File: src/rtl/core/uotd_pkg.sv
// package for the udp-over-tcp to socks5 udp deframer
// holds parse phases, queue command format and framing constants; no dependencies
`timescale 1ns / 1ps
`default_nettype none

package uotd_pkg;

  // parse phases of the incoming frame
  typedef enum logic [2:0] {
    PH_TYPE    = 3'd0,
    PH_DOMLEN  = 3'd1,
    PH_ADDR    = 3'd2,
    PH_PORT    = 3'd3,
    PH_LEN_HI  = 3'd4,
    PH_LEN_LO  = 3'd5,
    PH_PAYLOAD = 3'd6
  } phase_e;

  // command kinds handed from parser to output sequencer
  typedef enum logic [1:0] {
    CMD_BYTE = 2'd0,  // one word: data, eop as given
    CMD_HDR  = 2'd1,  // three zero words then the socks address type
    CMD_PORT = 2'd2,  // port high then port low, eop on the second
    CMD_ERR  = 2'd3   // one error word
  } cmd_kind_e;

  typedef struct packed {
    cmd_kind_e   kind;
    logic [7:0]  data;
    logic [15:0] port;
    logic        eop;
  } cmd_t;

  // command queue geometry
  localparam int unsigned QDepth = 4;
  localparam int unsigned QPtrW  = $clog2(QDepth);
  localparam int unsigned QCntW  = $clog2(QDepth + 1);

  // incoming address type codes
  localparam logic [7:0] ATYP_IN_IPV4   = 8'h00;
  localparam logic [7:0] ATYP_IN_IPV6   = 8'h01;
  localparam logic [7:0] ATYP_IN_DOMAIN = 8'h02;

  // socks5 address type codes
  localparam logic [7:0] ATYP_SOCKS_IPV4   = 8'h01;
  localparam logic [7:0] ATYP_SOCKS_IPV6   = 8'h04;
  localparam logic [7:0] ATYP_SOCKS_DOMAIN = 8'h03;

  localparam logic [7:0] BYTE_ZERO = 8'h00;

  // field lengths in bytes
  localparam logic [15:0] LEN_IPV4 = 16'd4;
  localparam logic [15:0] LEN_IPV6 = 16'd16;
  localparam logic [15:0] LEN_PORT = 16'd2;

  // index of the final word a command expands into
  function automatic logic [1:0] cmd_last_beat(cmd_kind_e kind);
    logic [1:0] last;
    unique case (kind)
      CMD_HDR:  last = 2'd3;
      CMD_PORT: last = 2'd1;
      default:  last = 2'd0;
    endcase
    return last;
  endfunction

endpackage

`default_nettype wire

File: src/rtl/core/uotd_byte_if.sv
// valid/ready channel carrying one byte of the udp-over-tcp stream
// standalone interface, no dependencies
`timescale 1ns / 1ps
`default_nettype none

interface uotd_byte_if;
  logic       valid;
  logic       ready;
  logic [7:0] in_byte;

  modport source(output valid, output in_byte, input ready);
  modport sink(input valid, input in_byte, output ready);
endinterface

`default_nettype wire

File: src/rtl/core/uotd_dgram_if.sv
// valid/ready channel carrying one byte of the socks5 udp datagram
// standalone interface, no dependencies
`timescale 1ns / 1ps
`default_nettype none

interface uotd_dgram_if;
  logic       valid;
  logic       ready;
  logic [7:0] out_byte;
  logic       end_of_packet;
  logic       error;

  modport source(output valid, output out_byte, output end_of_packet, output error,
                 input ready);
  modport sink(input valid, input out_byte, input end_of_packet, input error,
               output ready);
endinterface

`default_nettype wire

File: src/rtl/core/uotd_front.sv
// frame parser: accepts stream words, tracks the frame phase, issues commands
// depends on uotd_pkg and uotd_byte_if
`timescale 1ns / 1ps
`default_nettype none

module uotd_front
  import uotd_pkg::*;
(
  input  wire logic   clk_i,
  input  wire logic   rst_ni,
  uotd_byte_if.sink   in_i,
  input  wire logic   q_full_i,
  output cmd_t        cmd_o,
  output logic        cmd_push_o
);

  phase_e      phase_q, phase_d;
  logic [15:0] left_q, left_d;
  logic [15:0] port_q, port_d;
  logic [7:0]  len_hi_q, len_hi_d;
  logic        halted_q, halted_d;

  logic        accept;
  logic [7:0]  b;
  logic [15:0] left_dec;
  logic [15:0] len;

  // take a word whenever the command queue has room
  assign in_i.ready = !q_full_i;
  assign accept     = in_i.valid && !q_full_i;
  assign b          = in_i.in_byte;
  assign left_dec   = left_q - 16'd1;
  assign len        = {len_hi_q, b};

  // next parse state
  always_comb begin
    phase_d  = phase_q;
    left_d   = left_q;
    port_d   = port_q;
    len_hi_d = len_hi_q;
    halted_d = halted_q;
    if (accept && !halted_q) begin
      unique case (phase_q)
        PH_DOMLEN: begin
          if (b == BYTE_ZERO) begin
            phase_d = PH_PORT;
            left_d  = LEN_PORT;
          end else begin
            phase_d = PH_ADDR;
            left_d  = {8'd0, b};
          end
        end
        PH_ADDR: begin
          left_d = left_dec;
          if (left_dec == 16'd0) begin
            phase_d = PH_PORT;
            left_d  = LEN_PORT;
          end
        end
        PH_PORT: begin
          port_d = {port_q[7:0], b};
          left_d = left_dec;
          if (left_dec == 16'd0) begin
            phase_d = PH_LEN_HI;
          end
        end
        PH_LEN_HI: begin
          len_hi_d = b;
          phase_d  = PH_LEN_LO;
        end
        PH_LEN_LO: begin
          if (len == 16'd0) begin
            phase_d = PH_TYPE;
            left_d  = 16'd0;
          end else begin
            phase_d = PH_PAYLOAD;
            left_d  = len;
          end
        end
        PH_PAYLOAD: begin
          left_d = left_dec;
          if (left_dec == 16'd0) begin
            phase_d = PH_TYPE;
          end
        end
        default: begin
          port_d   = 16'd0;
          len_hi_d = 8'd0;
          priority case (b)
            ATYP_IN_IPV4: begin
              phase_d = PH_ADDR;
              left_d  = LEN_IPV4;
            end
            ATYP_IN_IPV6: begin
              phase_d = PH_ADDR;
              left_d  = LEN_IPV6;
            end
            ATYP_IN_DOMAIN: begin
              phase_d = PH_DOMLEN;
              left_d  = 16'd0;
            end
            default: begin
              port_d   = port_q;
              len_hi_d = len_hi_q;
              phase_d  = PH_TYPE;
              halted_d = 1'b1;
            end
          endcase
        end
      endcase
    end
  end

  // command issued for the accepted word
  always_comb begin
    cmd_push_o = 1'b0;
    cmd_o.kind = CMD_BYTE;
    cmd_o.data = b;
    cmd_o.port = port_q;
    cmd_o.eop  = 1'b0;
    if (accept && !halted_q) begin
      unique case (phase_q)
        PH_DOMLEN, PH_ADDR: begin
          cmd_push_o = 1'b1;
        end
        PH_PORT, PH_LEN_HI: begin
          cmd_push_o = 1'b0;
        end
        PH_LEN_LO: begin
          cmd_push_o = 1'b1;
          cmd_o.kind = CMD_PORT;
          cmd_o.eop  = (len == 16'd0);
        end
        PH_PAYLOAD: begin
          cmd_push_o = 1'b1;
          cmd_o.eop  = (left_dec == 16'd0);
        end
        default: begin
          cmd_push_o = 1'b1;
          priority case (b)
            ATYP_IN_IPV4: begin
              cmd_o.kind = CMD_HDR;
              cmd_o.data = ATYP_SOCKS_IPV4;
            end
            ATYP_IN_IPV6: begin
              cmd_o.kind = CMD_HDR;
              cmd_o.data = ATYP_SOCKS_IPV6;
            end
            ATYP_IN_DOMAIN: begin
              cmd_o.kind = CMD_HDR;
              cmd_o.data = ATYP_SOCKS_DOMAIN;
            end
            default: begin
              cmd_o.kind = CMD_ERR;
              cmd_o.data = BYTE_ZERO;
            end
          endcase
        end
      endcase
    end
  end

  // parse state registers
  always_ff @(posedge clk_i or negedge rst_ni) begin
    if (!rst_ni) begin
      phase_q  <= PH_TYPE;
      left_q   <= 16'd0;
      port_q   <= 16'd0;
      len_hi_q <= 8'd0;
      halted_q <= 1'b0;
    end else begin
      phase_q  <= phase_d;
      left_q   <= left_d;
      port_q   <= port_d;
      len_hi_q <= len_hi_d;
      halted_q <= halted_d;
    end
  end

endmodule

`default_nettype wire

File: src/rtl/core/uotd_queue.sv
// small command fifo between the parser and the output sequencer
// depends on uotd_pkg
`timescale 1ns / 1ps
`default_nettype none

module uotd_queue
  import uotd_pkg::*;
(
  input  wire logic clk_i,
  input  wire logic rst_ni,
  input  wire logic push_i,
  input  wire cmd_t push_cmd_i,
  output logic      full_o,
  input  wire logic pop_i,
  output logic      valid_o,
  output cmd_t      head_o
);

  cmd_t             entries_q [QDepth];
  logic [QPtrW-1:0] wr_ptr_q, rd_ptr_q;
  logic [QCntW-1:0] count_q;

  assign full_o  = (count_q == QCntW'(QDepth));
  assign valid_o = (count_q != '0);
  assign head_o  = entries_q[rd_ptr_q];

  // storage, no reset
  always_ff @(posedge clk_i) begin
    if (push_i) begin
      entries_q[wr_ptr_q] <= push_cmd_i;
    end
  end

  // pointers and fill count
  always_ff @(posedge clk_i or negedge rst_ni) begin
    if (!rst_ni) begin
      wr_ptr_q <= '0;
      rd_ptr_q <= '0;
      count_q  <= '0;
    end else begin
      if (push_i) begin
        wr_ptr_q <= wr_ptr_q + QPtrW'(1);
      end
      if (pop_i) begin
        rd_ptr_q <= rd_ptr_q + QPtrW'(1);
      end
      if (push_i && !pop_i) begin
        count_q <= count_q + QCntW'(1);
      end else if (pop_i && !push_i) begin
        count_q <= count_q - QCntW'(1);
      end
    end
  end

endmodule

`default_nettype wire

File: src/rtl/core/uotd_back.sv
// output sequencer: expands queued commands into datagram words
// depends on uotd_pkg and uotd_dgram_if
`timescale 1ns / 1ps
`default_nettype none

module uotd_back
  import uotd_pkg::*;
(
  input  wire logic    clk_i,
  input  wire logic    rst_ni,
  input  wire logic    q_valid_i,
  input  wire cmd_t    head_i,
  output logic         pop_o,
  uotd_dgram_if.source out_o
);

  logic [1:0] beat_q, beat_d;
  logic       out_valid_q, out_valid_d;
  logic [7:0] out_byte_q, out_byte_d;
  logic       eop_q, eop_d;
  logic       err_q, err_d;

  logic       load;
  logic       take;
  logic [1:0] last;

  // output register frees when empty or being taken
  assign load  = !out_valid_q || out_o.ready;
  assign take  = load && q_valid_i;
  assign last  = cmd_last_beat(head_i.kind);
  assign pop_o = take && (beat_q == last);

  // word for the current beat of the head command
  always_comb begin
    out_byte_d = BYTE_ZERO;
    eop_d      = 1'b0;
    err_d      = 1'b0;
    unique case (head_i.kind)
      CMD_BYTE: begin
        out_byte_d = head_i.data;
        eop_d      = head_i.eop;
      end
      CMD_HDR: begin
        out_byte_d = (beat_q == last) ? head_i.data : BYTE_ZERO;
      end
      CMD_PORT: begin
        out_byte_d = (beat_q == 2'd0) ? head_i.port[15:8] : head_i.port[7:0];
        eop_d      = (beat_q == last) && head_i.eop;
      end
      CMD_ERR: begin
        err_d = 1'b1;
      end
    endcase
  end

  // beat counter and output valid
  always_comb begin
    beat_d      = beat_q;
    out_valid_d = out_valid_q;
    if (load) begin
      out_valid_d = q_valid_i;
    end
    if (take) begin
      beat_d = (beat_q == last) ? 2'd0 : beat_q + 2'd1;
    end
  end

  always_ff @(posedge clk_i or negedge rst_ni) begin
    if (!rst_ni) begin
      beat_q      <= 2'd0;
      out_valid_q <= 1'b0;
    end else begin
      beat_q      <= beat_d;
      out_valid_q <= out_valid_d;
    end
  end

  // payload register, no reset
  always_ff @(posedge clk_i) begin
    if (take) begin
      out_byte_q <= out_byte_d;
      eop_q      <= eop_d;
      err_q      <= err_d;
    end
  end

  assign out_o.valid         = out_valid_q;
  assign out_o.out_byte      = out_byte_q;
  assign out_o.end_of_packet = eop_q;
  assign out_o.error         = err_q;

endmodule

`default_nettype wire

File: src/rtl/core/uot_to_socks_udp_deframer_top.sv
// top level of the udp-over-tcp to socks5 udp deframer
// depends on uotd_pkg, uotd_byte_if, uotd_dgram_if, uotd_front, uotd_queue, uotd_back
//
//   channel | dir | payload                          | handshake
//   in_i    | in  | in_byte[7:0]                     | valid/ready
//   out_o   | out | out_byte[7:0], end_of_packet, error | valid/ready
//
// one stream word is taken per cycle while the 4-entry command queue has room
// a frame header word expands to four output words and the port to two, so the
// output side sets the rate in bursts: the sequencer emits one word per cycle while out_o is ready
// output words are registered in the sequencer once their command reaches the queue head
// asynchronous active-low reset clears parser, queue and output valid
// after an invalid address type one error word is sent and input words are
// then consumed without effect until reset
`timescale 1ns / 1ps
`default_nettype none

module uot_to_socks_udp_deframer_top
  import uotd_pkg::*;
(
  input  wire logic    clk_i,
  input  wire logic    rst_ni,
  uotd_byte_if.sink    in_i,
  uotd_dgram_if.source out_o
);

  cmd_t cmd;
  logic cmd_push;
  logic q_full;
  logic q_valid;
  cmd_t q_head;
  logic q_pop;

  // parser
  uotd_front u_front (
    .clk_i      (clk_i),
    .rst_ni     (rst_ni),
    .in_i       (in_i),
    .q_full_i   (q_full),
    .cmd_o      (cmd),
    .cmd_push_o (cmd_push)
  );

  // decoupling queue
  uotd_queue u_queue (
    .clk_i      (clk_i),
    .rst_ni     (rst_ni),
    .push_i     (cmd_push),
    .push_cmd_i (cmd),
    .full_o     (q_full),
    .pop_i      (q_pop),
    .valid_o    (q_valid),
    .head_o     (q_head)
  );

  // output sequencer
  uotd_back u_back (
    .clk_i     (clk_i),
    .rst_ni    (rst_ni),
    .q_valid_i (q_valid),
    .head_i    (q_head),
    .pop_o     (q_pop),
    .out_o     (out_o)
  );

`ifndef NO_ASSERTIONS
  // an error word carries a zero byte and no end mark
  assert property (@(posedge clk_i) disable iff (!rst_ni)
    out_o.valid && out_o.error |-> out_o.out_byte == BYTE_ZERO && !out_o.end_of_packet)
    else $error("error word with nonzero byte or end mark");

  // the sequencer never retires a command from an empty queue
  assert property (@(posedge clk_i) disable iff (!rst_ni)
    q_pop |-> q_valid)
    else $error("pop from empty command queue");

  // the parser never issues a command into a full queue
  assert property (@(posedge clk_i) disable iff (!rst_ni)
    cmd_push |-> !q_full)
    else $error("push into full command queue");
`endif

endmodule

`default_nettype wire

File: src/flat_wrapper.sv
// flat-port wrapper written by rule: the top's interface ports become plain ports
module uot_to_socks_udp_deframer_top_flat import uotd_pkg::*;
  (clk_i, rst_ni, in_i_valid, in_i_in_byte, in_i_ready, out_o_valid, out_o_out_byte, out_o_end_of_packet, out_o_error, out_o_ready);
  uotd_byte_if in_i_i ();
  uotd_dgram_if out_o_i ();
  input  wire logic clk_i;
  input  wire logic rst_ni;
  input wire logic [$bits(in_i_i.valid)-1:0] in_i_valid;
  input wire logic [$bits(in_i_i.in_byte)-1:0] in_i_in_byte;
  output wire logic [$bits(in_i_i.ready)-1:0] in_i_ready;
  output wire logic [$bits(out_o_i.valid)-1:0] out_o_valid;
  output wire logic [$bits(out_o_i.out_byte)-1:0] out_o_out_byte;
  output wire logic [$bits(out_o_i.end_of_packet)-1:0] out_o_end_of_packet;
  output wire logic [$bits(out_o_i.error)-1:0] out_o_error;
  input wire logic [$bits(out_o_i.ready)-1:0] out_o_ready;
  assign in_i_i.valid = in_i_valid;
  assign in_i_i.in_byte = in_i_in_byte;
  assign in_i_ready = in_i_i.ready;
  assign out_o_valid = out_o_i.valid;
  assign out_o_out_byte = out_o_i.out_byte;
  assign out_o_end_of_packet = out_o_i.end_of_packet;
  assign out_o_error = out_o_i.error;
  assign out_o_i.ready = out_o_ready;
  uot_to_socks_udp_deframer_top u_core (.clk_i(clk_i), .rst_ni(rst_ni), .in_i(in_i_i), .out_o(out_o_i));
endmodule
File: config.mk
export PLATFORM = sky130hd
export DESIGN_NAME = uot_to_socks_udp_deframer_top_flat
export DESIGN_NICKNAME = d
export VERILOG_FILES = /design/src/rtl/core/uotd_pkg.sv /design/src/rtl/core/uotd_byte_if.sv /design/src/rtl/core/uotd_dgram_if.sv /design/src/rtl/core/uotd_front.sv /design/src/rtl/core/uotd_queue.sv /design/src/rtl/core/uotd_back.sv /design/src/rtl/core/uot_to_socks_udp_deframer_top.sv /design/src/flat_wrapper.sv
export SDC_FILE = /design/constraint.sdc
export NUM_CORES = 1
export LEC_CHECK = 0
export BUFFER_PORTS_ARGS = -buffer_cell sky130_fd_sc_hd__buf_2
export CORE_ASPECT_RATIO = 1.75
export CORE_MARGIN = 4
export CORE_UTILIZATION = 60
export DETAILED_ROUTE_END_ITERATION = 6
export PLACE_DENSITY_LB_ADDON = 0.08
export SYNTH_ARGS = -nofsm -noshare
export SYNTH_HDL_FRONTEND = slang
export SYNTH_SLANG_ARGS = --single-unit
File: constraint.sdc
create_clock -name clk_i -period 4.8 [get_ports clk_i]
set_clock_uncertainty 0.15 [all_clocks]
set_input_delay 0.48 -clock clk_i [delete_from_list [all_inputs] [get_ports clk_i]]
set_output_delay 0.48 -clock clk_i [all_outputs]
set_load 0.005 [all_outputs]
Yosys cells after proc, flatten, opt, wreduce, memory -nomap -nowiden --
Memory sizes are Yosys's and may differ from the RTL's. Index checks and enable logic that the tools add are counted.
Word-level totals: register bits after elaboration 64, memory bits (writable) 108, input bits 12, word-level logic and storage cells 112, memories 1
Cells by class: add/subtract/negate cells 6, equal/unequal tests 16, multiplexer cells 35, bitwise gates (word level) 5, reductions and logical operators 36
Memories:
- u_core.u_queue.entries_q | depth 4, bits a word 27, read ports 1, clocked after memory_dff 0, wr ports 1, line uotd_queue.sv:19 | cmd_t entries_q [QDepth];
Operators with widths (number):
- one-hot mux 16 bit (5 select lines) | 1
- 2-to-1 mux 16 bit | 3
- one-hot mux 16 bit (3 select lines) | 1
- 2-to-1 mux 8 bit | 5
- zero test 16 bit | 2
- one-hot mux 16 bit (2 select lines) | 1
- one-hot mux 10 bit (3 select lines) | 1
- one-hot mux 8 bit (3 select lines) | 1
- 2-to-1 mux 3 bit | 6
- one-hot mux 3 bit (6 select lines) | 1
- one-hot mux 8 bit (2 select lines) | 1
- subtractor 16 x 1 -> 16 bit (second input constant) | 1
- OR reduction 5 bit | 3
- == test 3 bit (second input constant) | 4
- one-hot mux 2 bit (2 select lines) | 3
- AND reduction 3 bit | 4
- 2-to-1 mux 10 bit | 1
- == test 8 x 1 -> 1 bit (second input constant) | 1
- == test 8 x 2 -> 1 bit (second input constant) | 1
- zero test 8 bit | 1
- logical AND 1 bit | 7
- 2-to-1 mux 1 bit | 7
- nonzero test 7 bit | 1
- adder 2 x 1 -> 2 bit (second input constant) | 3
- other kinds (20) | 38

Logic depth before layout (Yosys ltp) --
Gate-level depths: netlist of run 1.
depth in word-level cells 9, gate-level depth with buffers 14, mapped depth without buffers 12

Cells and area by module --
From an unflattened synthesis of run 1, not the netlist that was laid out.
Unflattened totals: cells, all modules 545, area total of the unflattened synthesis 7811.2 sq um
By module, submodules not included:
- uotd_queue | instances 1, cells each 175, area each 4300.4 sq um, seq. area each 3418.3 sq um
- uotd_front | instances 1, cells each 300, area each 2615.0 sq um, seq. area each 1101.1 sq um
- uotd_back | instances 1, cells each 70, area each 895.9 sq um, seq. area each 375.4 sq um

Least setup slack after synthesis of run 1 --
OpenSTA, ideal clock, no wires.
path type register to register, start point reg u_core.u_queue.rd_ptr_q[0], end point reg u_core.u_queue.count_q[2], library setup time 0.079 ns, arrival 3.559 ns, required time 4.571 ns, path slack 1.012 ns, cell stages (with the launch flop) 15, period minus slack after synthesis 3.788 ns, cells stage by stage dfrtp_1 > clkbuf_1 > buf_2 > mux4_2 > inv_1 > ha_1 > xnor2_1 > and2_1 > nand2_1 > ha_1 > inv_1 > fa_1 > xor2_1 > nor2_1 > xor2_1
On the way: cells in the longest elaborated chain, start to end 8
RTL lines:
- start, declared | line uotd_queue.sv:20 | logic [QPtrW-1:0] wr_ptr_q, rd_ptr_q;
- start signal, assigned | line uotd_queue.sv:45 | rd_ptr_q <= rd_ptr_q + QPtrW'(1);
- memory read (4 x 27 bit) *
- == test 2 bit / == test 2 x 1 -> 1 bit (equally long branches) | line uotd_pkg.sv:59 | unique case (kind)
- one-hot mux 2 bit (2 select lines) * | line uotd_pkg.sv:59
- == test 2 bit * | line uotd_back.sv:31 | assign pop_o = take && (beat_q == last);
- logical AND 1 bit * | line uotd_back.sv:31
- zero test 1 bit | line uotd_queue.sv:47 | if (push_i && !pop_i) begin
- logical AND 1 bit | line uotd_queue.sv:47
- 2-to-1 mux 3 bit / nonzero test 2 bit (equally long branches)
- end signal, assigned | line uotd_queue.sv:48 | count_q <= count_q + QCntW'(1);
- end signal, assigned | line uotd_queue.sv:50 | count_q <= count_q - QCntW'(1);
- end, declared | line uotd_queue.sv:21 | logic [QCntW-1:0] count_q;
Mark *: on every way between the ends. The rest lies on a longest branch, timed or not. A chain may end at the register's enable or synchronous reset.

Worst setup path after layout of run 1 --
start point reg u_core.u_front.phase_q[1], end point reg u_core.u_queue.count_q[2]
On the way: cells in the longest elaborated chain, start to end 7
RTL lines:
- start, declared | line uotd_front.sv:17 | phase_e phase_q, phase_d;
- start signal, assigned | line uotd_front.sv:172 | phase_q <= phase_d;
- == test 3 x 2 -> 1 bit / == test 3 bit (equally long branches) | line uotd_front.sv:122 | unique case (phase_q)
- OR reduction 2 bit * | line uotd_front.sv:122
- 2-to-1 mux 1 bit * | line uotd_front.sv:122
- 2-to-1 mux 1 bit * | line uotd_front.sv:121 | if (accept && !halted_q) begin
- net u_core.cmd_push | line uot_to_socks_udp_deframer_top.sv:28 | logic cmd_push;
- zero test 1 bit | line uotd_queue.sv:49 | end else if (pop_i && !push_i) begin
- logical AND 1 bit | line uotd_queue.sv:49
- nonzero test 2 bit (no line)
The timed path passes the listed nets; every way through them passes the cells marked *.

==> results.md, run 1 <==
* Worst rel slew slack at 31.4%
* Maximum clock insertion buffer count at 2
* Share of layout cells above drive strength 1 at 19.6%
* Most common cell after layout, fill and taps aside: sky130_fd_sc_hd__edfxtp_1
* Signal arrival time at the worst endpoint at 3.50 ns
* Beginning of the worst register-to-register path: u_core.u_front.phase_q[1]$_DFFE_PN0P_
* Fin. Hold Viols at 0
* First-pass iteration count of the detailed router at 4
* Maximum number of pins on one net before global-route repair at 55
* Count of final setup violators at 0
* DRC marker count from the first detailed-route iteration at 352
* Worst supply voltage drop on vdd at 381 µV
* Initial antenna violation count at 0
* Run status: complete, no violations
* Highest-count cells in the layout ignoring fill and taps: sky130_fd_sc_hd__edfxtp_1 (118), sky130_fd_sc_hd__nand2_1 (54), sky130_fd_sc_hd__dfrtp_1 (53)
* Number of nets in the final layout at 609
* Setup slack of the most critical reg-to-reg path at 1.50 ns
* First-pass GRT wire length at 26600 µm
* Routed wire length at 16900 µm
* Setup bufs post-CTS at 0
* Maximum fanout encountered on the critical timing path at 16
* Total of max-cap violations at 0
* Max Used Layer: met4
* Critical path endpoint category: flip-flop
* Summed instance area of the synthesized netlist at 7790 µm²
* CTS clock-pin slew for the worst setup and hold paths at 0.07 ns
* Endpoint required time on the critical path at 5.00 ns
* Total non-filler cell area in the finished layout at 8660 µm²
* Routed len/inst at 22.1 µm
* Die outline height at 159 µm
* P&R area growth vs syn at 11.1%
* Pre-CTS setup slack at 1.54 ns
* Count of synthesis-stage warnings from yosys at 0
* Dominant register cell in the synthesized netlist: sky130_fd_sc_hd__edfxtp_1
* Number of nets produced by synthesis at 588
* Worst setup endpoint: u_core.u_queue.count_q[2]$_DFFE_PN0P_
* GRT Overall Usage at 24.0%
* Number of distinct library cells after synthesis at 69
* Placeable core area at 12600 µm²
* Antenna violation net count after detailed routing at 0
* Period utilization at 68.8%
* Antenna diode instance count at 0
* PD cells at 613 nW/µm²
* Routed length on met1 at 6070 µm
* Timing-limited maximum frequency at 303 MHz
* Leakage power figure at 3.18 nW
* Number of rows in the core area at 54
* Grt total ovfl at 0
* R2R cell count at 9
* Syn avg cell area at 13.9 µm²
* Clock buffers created by TritonCTS at 17
* Slack of the critical path at 1.50 ns
* Initial standard-cell utilization of the core at 62.0%
* Post-DP HPWL at 11400 µm
* Die X-Extent at 94.1 µm
* Hold_buf cts at 0
* Crit path from: u_core.u_front.phase_q[1]$_DFFE_PN0P_
* Post-synth ARST share at 31.4%
* Setup repair after global routing missed its margin: no
* Endpoint of the worst-slack reg-to-reg timing path: u_core.u_queue.count_q[2]$_DFFE_PN0P_
* Number of clock sinks seen by CTS at 172
* Sequential element share of the synthesized area at 62.8%
* DR DRC count at 0
* Post-place instance area at 8060 µm²
* Worst Hold Class: in2async
* Number of gates resized after CTS at 0
* Number of I/O port buffers at 23
* Tightest Pin Transition at 1.02 ns
* Number of instances in the synthesized netlist at 562
* Via total after detailed routing at 4754
* Clock root cell: sky130_fd_sc_hd__clkbuf_16
* Post-synthesis register bit count at 172
* Number of top-level pins at 24
* Die area at 14900 µm²
* TritonCTS clock tree: done
* Routed wire length on met2 at 9350 µm
* Crit path kind: reg2reg
* Met3 routed WL at 739 µm
* Worst-Skew Late Latency at 0.43 ns
* Routability Congestion at 0.906
* Number of global-route vias before repair at 4956
* Count of flip-flops with a built-in enable after synthesis at 118
* Number of pins with negative max-slew slack in the final report at 0
* Critical Path Source Type: flip-flop
* Tmin final at 3.30 ns
* Final sum of negative setup slack at 0 ns
* Number of vias per cell at 6.22
* Fillers at 941
* Level count of the clock H-tree at 4
sequential cells by signal, indices dropped and copies added (netlist names):
| signal | cells |
|---|---|
| u_core.u_back.out_o.end_of_packet | 1 |
| u_core.u_queue.entries_q | 108 |
| u_core.u_back.beat_q | 2 |
| u_core.u_back.out_o.error | 1 |
| u_core.u_queue.rd_ptr_q | 2 |
| u_core.u_front.port_q | 16 |
| u_core.u_queue.wr_ptr_q | 2 |
| u_core.u_front.len_hi_q | 8 |
| u_core.u_queue.count_q | 3 |
| u_core.u_front.halted_q | 1 |
| u_core.u_back.out_o.valid | 1 |
| u_core.u_front.left_q | 16 |
| u_core.u_front.phase_q | 3 |
| u_core.u_back.out_o.out_byte | 8 |
metrics by stage:
stage                     total power, mW  hold WS, ns  util, %  cells
after floorplan                      3.44       0.0344        -    562
after global placement               3.90        0.322     64.1    732
after detailed placement             3.96        0.339     64.1    732
after CTS                            5.35       0.0608     68.9    764
after global routing                 5.61       0.0900     68.9    764
final                                5.31       0.0338     68.9    764
kinds of logic after synthesis:
kind of cell	count (synthesis)	share of synthesized area, %
DFF	172	62.8
xor gates and xnor gates	17	1.91
buffers and inverters	48	2.67
adders and majority gates	14	2.34
AOI/OAI and AO/OA	113	10.2
and+or+nand+nor	160	10.7
muxes	38	9.38
cell type report:
cell class                      instances  area [µm²]  area share (%)
Tap cell                              168         210            2.43
Multi-Input combinational cell        342        2700            31.1
Sequential cell                       172        4900            56.5
Inverter                               17        63.8           0.737
Timing Repair Buffer                   33         190            2.20
Clock buffer                           17         425            4.91
Clock inverter                         15         179            2.07
where the power goes:
part / total (mW) / leakage (nW) / internal (mW) / switching, mW
clock: 1.38 / 0.288 / 0.786 / 0.596
combinational: 1.69 / 1.14 / 0.774 / 0.920
sequential: 2.23 / 1.76 / 1.94 / 0.298
total: 5.31 / 3.18 / 3.50 / 1.81
worst min-delay path by stage:
stage / slack [ns] / cells past startpoint / endpoint
after global routing: 0.09 / 2 / u_core.u_front.phase_q[0]$_DFFE_PN0P_
after detailed placement: 0.34 / 1 / u_core.u_queue.count_q[2]$_DFFE_PN0P_
after global placement: 0.32 / 2 / u_core.u_back.out_o.valid$_DFFE_PN0P_
final: 0.03 / 2 / u_core.u_front.phase_q[0]$_DFFE_PN0P_
after floorplan: 0.03 / 0 / u_core.u_back.beat_q[0]$_DFFE_PN0P_
after CTS: 0.06 / 2 / u_core.u_front.phase_q[0]$_DFFE_PN0P_
synthesized netlist by cell type (3+ instances only):
cell type                    n  area, µm²
sky130_fd_sc_hd__o21ai_0    19       95.1
sky130_fd_sc_hd__mux4_2     27        608
sky130_fd_sc_hd__xnor2_1    11       96.3
sky130_fd_sc_hd__nand2b_1   10       62.6
sky130_fd_sc_hd__mux2_2     10        113
sky130_fd_sc_hd__a22oi_1     5       37.5
sky130_fd_sc_hd__nand4_1     3       18.8
sky130_fd_sc_hd__a21oi_1    24        120
sky130_fd_sc_hd__xor2_1      6       52.6
sky130_fd_sc_hd__a32oi_1     3       26.3
sky130_fd_sc_hd__nor2_1     24       90.1
sky130_fd_sc_hd__a221oi_1    6       52.6
sky130_fd_sc_hd__o211ai_1    3       22.5
sky130_fd_sc_hd__and2_1     13       81.3
sky130_fd_sc_hd__nor3b_1     4       30.0
sky130_fd_sc_hd__o21bai_1    3       22.5
sky130_fd_sc_hd__dfrtp_1    54       1350
sky130_fd_sc_hd__nor3_1     12       60.1
sky130_fd_sc_hd__o21ai_1     8       40.0
sky130_fd_sc_hd__nand2_1    54        203
sky130_fd_sc_hd__a22o_1     17        149
sky130_fd_sc_hd__clkbuf_1   24       90.1
sky130_fd_sc_hd__edfxtp_1  118       3540
sky130_fd_sc_hd__nand3_1    16       80.1
sky130_fd_sc_hd__nor4_1      4       25.0
sky130_fd_sc_hd__inv_1      16       60.1
sky130_fd_sc_hd__ha_1       13        163
sky130_fd_sc_hd__a21o_1      3       22.5
per-layer routing:
layer,global-route usage (%),vias up
li1,-,2174
met5,0,-
met1,27.0,2370
met4,12.9,0
met2,42.3,161
met3,4.40,49
critical path, cell delays in order (launching register included):
cell and delay (ns):
sky130_fd_sc_hd__dfrtp_1 0.63, sky130_fd_sc_hd__nor2_1 0.21, sky130_fd_sc_hd__and2_1 0.31, sky130_fd_sc_hd__a211oi_1 0.70, sky130_fd_sc_hd__ha_1 0.31, sky130_fd_sc_hd__inv_1 0.07, sky130_fd_sc_hd__fa_1 0.43, sky130_fd_sc_hd__xor2_1 0.17
sky130_fd_sc_hd__nor2_1 0.11, sky130_fd_sc_hd__xor2_1 0.15
No activity file was read; power rests on OpenSTA's default activity.
==> run 2, diff against run 1 <==
ABC_AREA = 1   (was default)
CORE_UTILIZATION = 56   (was 60)
clock period = 2.9 ns   (was 4.8 ns; I/O delays follow)
==> run 2 against run 1 <==
Net effect:
- non-clock buffer count increased by 38
- die area grew 8.9%
- synthesized cell count grew 41%
- final area is 6.9% higher
- combinational power is 43% higher
- sequential power rose by 28%
- critical path depth grew 6
- total power grew 42%
- critical path type unchanged
- largest cell class unchanged
==> results.md, run 2 <==
* Routed len/inst at 18.8 µm
* Maximum clock insertion buffer count at 2
* PD cells at 813 nW/µm²
* Number of pins with negative max-slew slack in the final report at 0
* Count of final setup violators at 0
* Count of flip-flops with a built-in enable after synthesis at 118
* Antenna violation net count after detailed routing at 0
* Share of layout cells above drive strength 1 at 17.9%
* Largest registers: u_core.u_queue.entries_q: 108 flops, u_core.u_front.left_q: 16 flops, u_core.u_front.port_q: 16 flops
* Count of synthesis-stage warnings from yosys at 0
* Tightest Pin Transition at 0.839 ns
* Run status: complete, no violations
* Final design utilization at 66.6%
* Post-DP HPWL at 12900 µm
* Initial antenna violation count at 0
* Number of rows in the core area at 57
* Leakage power figure at 3.51 nW
* Worst hold margin at 0.0133 ns
* DR DRC count at 0
* Total of max-cap violations at 0
* Internal Dissipation at 5.11 mW
* GRT Overall Usage at 24.4%
* Clock power frac at 30.2%
* Post-synthesis register bit count at 172
* Number of global-route vias before repair at 6165
* Number of instances in the synthesized netlist at 792
* Biggest area contributors in the synthesized netlist: sky130_fd_sc_hd__edfxtp_1 (44%), sky130_fd_sc_hd__dfrtp_1 (17%), sky130_fd_sc_hd__nor2_1 (5.2%), sky130_fd_sc_hd__o21ai_0 (5.1%), sky130_fd_sc_hd__nand2_1 (4.5%)
* Clock buffers created by TritonCTS at 17
* Sequential element share of the synthesized area at 61.4%
* Share of the synthesized area in the top cell type at 44.5%
* Setup repair after global routing missed its margin: yes
* Number of vias per cell at 5.84
* Via total after detailed routing at 6082
* DRC marker count from the first detailed-route iteration at 372
* Most numerous cell in the Yosys netlist: sky130_fd_sc_hd__edfxtp_1
* Layout Cells excl Fill at 1042
* Worst rel slew slack at 44.1%
* Endpoint required time on the critical path at 3.05 ns
* Number of I/O port buffers at 23
* Placeable core area at 13900 µm²
* Level count of the clock H-tree at 4
* Maximum fanout encountered on the critical timing path at 8
* Number of clock sinks seen by CTS at 172
* Routed wire length at 19600 µm
* Grt total ovfl at 0
* Die area at 16300 µm²
* Die X-Extent at 98.2 µm
* First-pass iteration count of the detailed router at 5
* Fraction of power spent switching nets at 32.1%
* Dominant register cell in the synthesized netlist: sky130_fd_sc_hd__edfxtp_1
* CTS clock-pin slew for the worst setup and hold paths at 0.07 ns
* Antenna diode instance count at 0
* Tmin final at 2.88 ns
* Signal arrival time at the worst endpoint at 3.03 ns
* Most used standard cells in the synthesized netlist: sky130_fd_sc_hd__edfxtp_1 (118), sky130_fd_sc_hd__nor2_1 (110), sky130_fd_sc_hd__nand2_1 (96)
* Timing-limited maximum frequency at 348 MHz
* First-pass GRT wire length at 30900 µm
* TritonCTS clock tree: done
* Largest register by flop count: u_core.u_queue.entries_q
* Summed instance area of the synthesized netlist at 7970 µm²
* Clock root cell: sky130_fd_sc_hd__clkbuf_16
* Cell type with the highest aggregate area in the netlist: sky130_fd_sc_hd__edfxtp_1
* Number of nets produced by synthesis at 818
* Comb power frac at 32.0%
* Highest-count cells in the layout ignoring fill and taps: sky130_fd_sc_hd__edfxtp_1 (118), sky130_fd_sc_hd__nor2_1 (105), sky130_fd_sc_hd__nand2_1 (95)
* Critical Path Source Type: flip-flop
* Number of distinct library cells after synthesis at 41
* Fin. Hold Viols at 0
* Number of nets in the final layout at 878
* Seq pwr share at 37.8%
* P&R area growth vs syn at 16.2%
* Number of placed cells counting well taps at 991
* Power dissipated by switching net loads at 2.42 mW
* Syn avg cell area at 10.1 µm²
* Initial standard-cell utilization of the core at 57.3%
* Critical path endpoint category: flip-flop
* Worst-Skew Late Latency at 0.42 ns
* Post-synth ARST share at 31.4%
* Worst Hold Class: in2reg
* Worst supply voltage drop on vdd at 456 µV
* Crit path kind: reg2reg
* Number of top-level pins at 24
* Routability Congestion at 0.847
* Maximum number of pins on one net before global-route repair at 43
* Most common cell after layout, fill and taps aside: sky130_fd_sc_hd__edfxtp_1
* Number of flip-flops under the largest register name at 108
* Die outline height at 166 µm
* Period utilization at 99.2%
[run 2: cell count changes in the layout (fill, tap and decap cells not counted), sizes merged, moves of 17 or more]
| cell | delta |
|---|---|
| nor2 | +95 |
| buf | +33 |
| nand3 | +19 |
| nand2 | +50 |
| mux4 | -27 |
| o22ai | +43 |
| inv | +88 |
| o21ai | +69 |
| a22o | -17 |
[run 2: per-layer routing]
metal	wire (µm)	global-route usage (%)
met1	7090	26.0
met2	10900	45.9
met3	796	3.32
met4	810	12.5
met5	0	0
[run 2: stage by stage]
step                      setup TNS (ns)  power, mW  setup WS (ns)  instance area, µm²
final                                  0       7.53         0.0239                9260
after global routing              -0.160       7.90        -0.0495                9260
after CTS                              0       7.41        0.00985                9230
after detailed placement          -0.219       4.80         -0.115                8480
after global placement          -0.00979       4.72       -0.00979                8480
after floorplan                   -17.02       4.03         -0.155                8020
[run 2: what timing repair did]
item / in CTS / in global routing
pin swaps: 5 / 7
buffers inserted: 10 / 4
setup endpoints to repair: 2 / 4
gates resized for setup: 8 / 5
endpoints found under the hold margin: 38 / 0
hold buffers: 5 / 0
cloned: 0 / 0
[run 2: path summary, 6_finish.rpt]
| path | from | end | slack (ns) | cells past startpoint |
|---|---|---|---|---|
| worst max-delay path | u_core.u_queue.rd_ptr_q[0]$_DFFE_PN0P_ | u_core.u_queue.count_q[1]$_DFFE_PN0P_ | 0.02 | 15 |
| worst min-delay path | in_i_in_byte[3] | u_core.u_front.len_hi_q[3]$_DFFE_PN0P_ | 0.01 | 3 |
| worst max register to register | u_core.u_queue.rd_ptr_q[0]$_DFFE_PN0P_ | u_core.u_queue.count_q[1]$_DFFE_PN0P_ | 0.02 | 15 |
| worst min register to register | u_core.u_front.halted_q$_DFFE_PN0P_ | u_core.u_front.halted_q$_DFFE_PN0P_ | 0.32 | 2 |
| max in group asynchronous | rst_ni | u_core.u_queue.rd_ptr_q[0]$_DFFE_PN0P_ | 1.55 | 3 |
| min in group asynchronous | rst_ni | u_core.u_front.left_q[1]$_DFFE_PN0P_ | 0.34 | 2 |
[run 2: worst max-delay path, cell delays in order (launching register included)]
cell	delay, ns
sky130_fd_sc_hd__dfrtp_2	0.47
sky130_fd_sc_hd__clkinv_4	0.08
sky130_fd_sc_hd__nand2_2	0.06
sky130_fd_sc_hd__a32oi_2	0.26
sky130_fd_sc_hd__inv_2	0.10
sky130_fd_sc_hd__ha_4	0.17
sky130_fd_sc_hd__or2_4	0.24
sky130_fd_sc_hd__a21oi_2	0.17
sky130_fd_sc_hd__inv_2	0.06
sky130_fd_sc_hd__nor2_2	0.12
sky130_fd_sc_hd__inv_1	0.06
sky130_fd_sc_hd__ha_2	0.18
sky130_fd_sc_hd__inv_2	0.06
sky130_fd_sc_hd__fa_2	0.42
sky130_fd_sc_hd__nor2_1	0.10
sky130_fd_sc_hd__a21oi_1	0.05
[run 2: cell families after synthesis]
group	synth area share, %
adder cells (fa/ha/maj)	2.29
AO/OA/AOI/OAI	13.8
XOR/XNOR	0.989
flip-flops	61.4
AND/OR/NAND/NOR	14.7
buffers and inverters	6.80
[run 2: area by class of cell]
class	count	area (µm²)
clock buffers	18	429
clock inverters	14	160
fillers	1074	4650
inverters	107	407
multi-input cells	483	2610
flip-flops and latches	172	4900
well taps	177	221
repair buffers	71	538
[run 2: power groups by stage]
stage	clock (mW)	combinational (mW)	sequential [mW]
6_report	2.27	2.41	2.85
3_3_place_gp	0	1.83	2.88
2_1_floorplan	0	1.15	2.88
3_5_place_dp	0	1.91	2.89
5_1_grt	2.40	2.63	2.87
4_1_cts	2.30	2.26	2.85
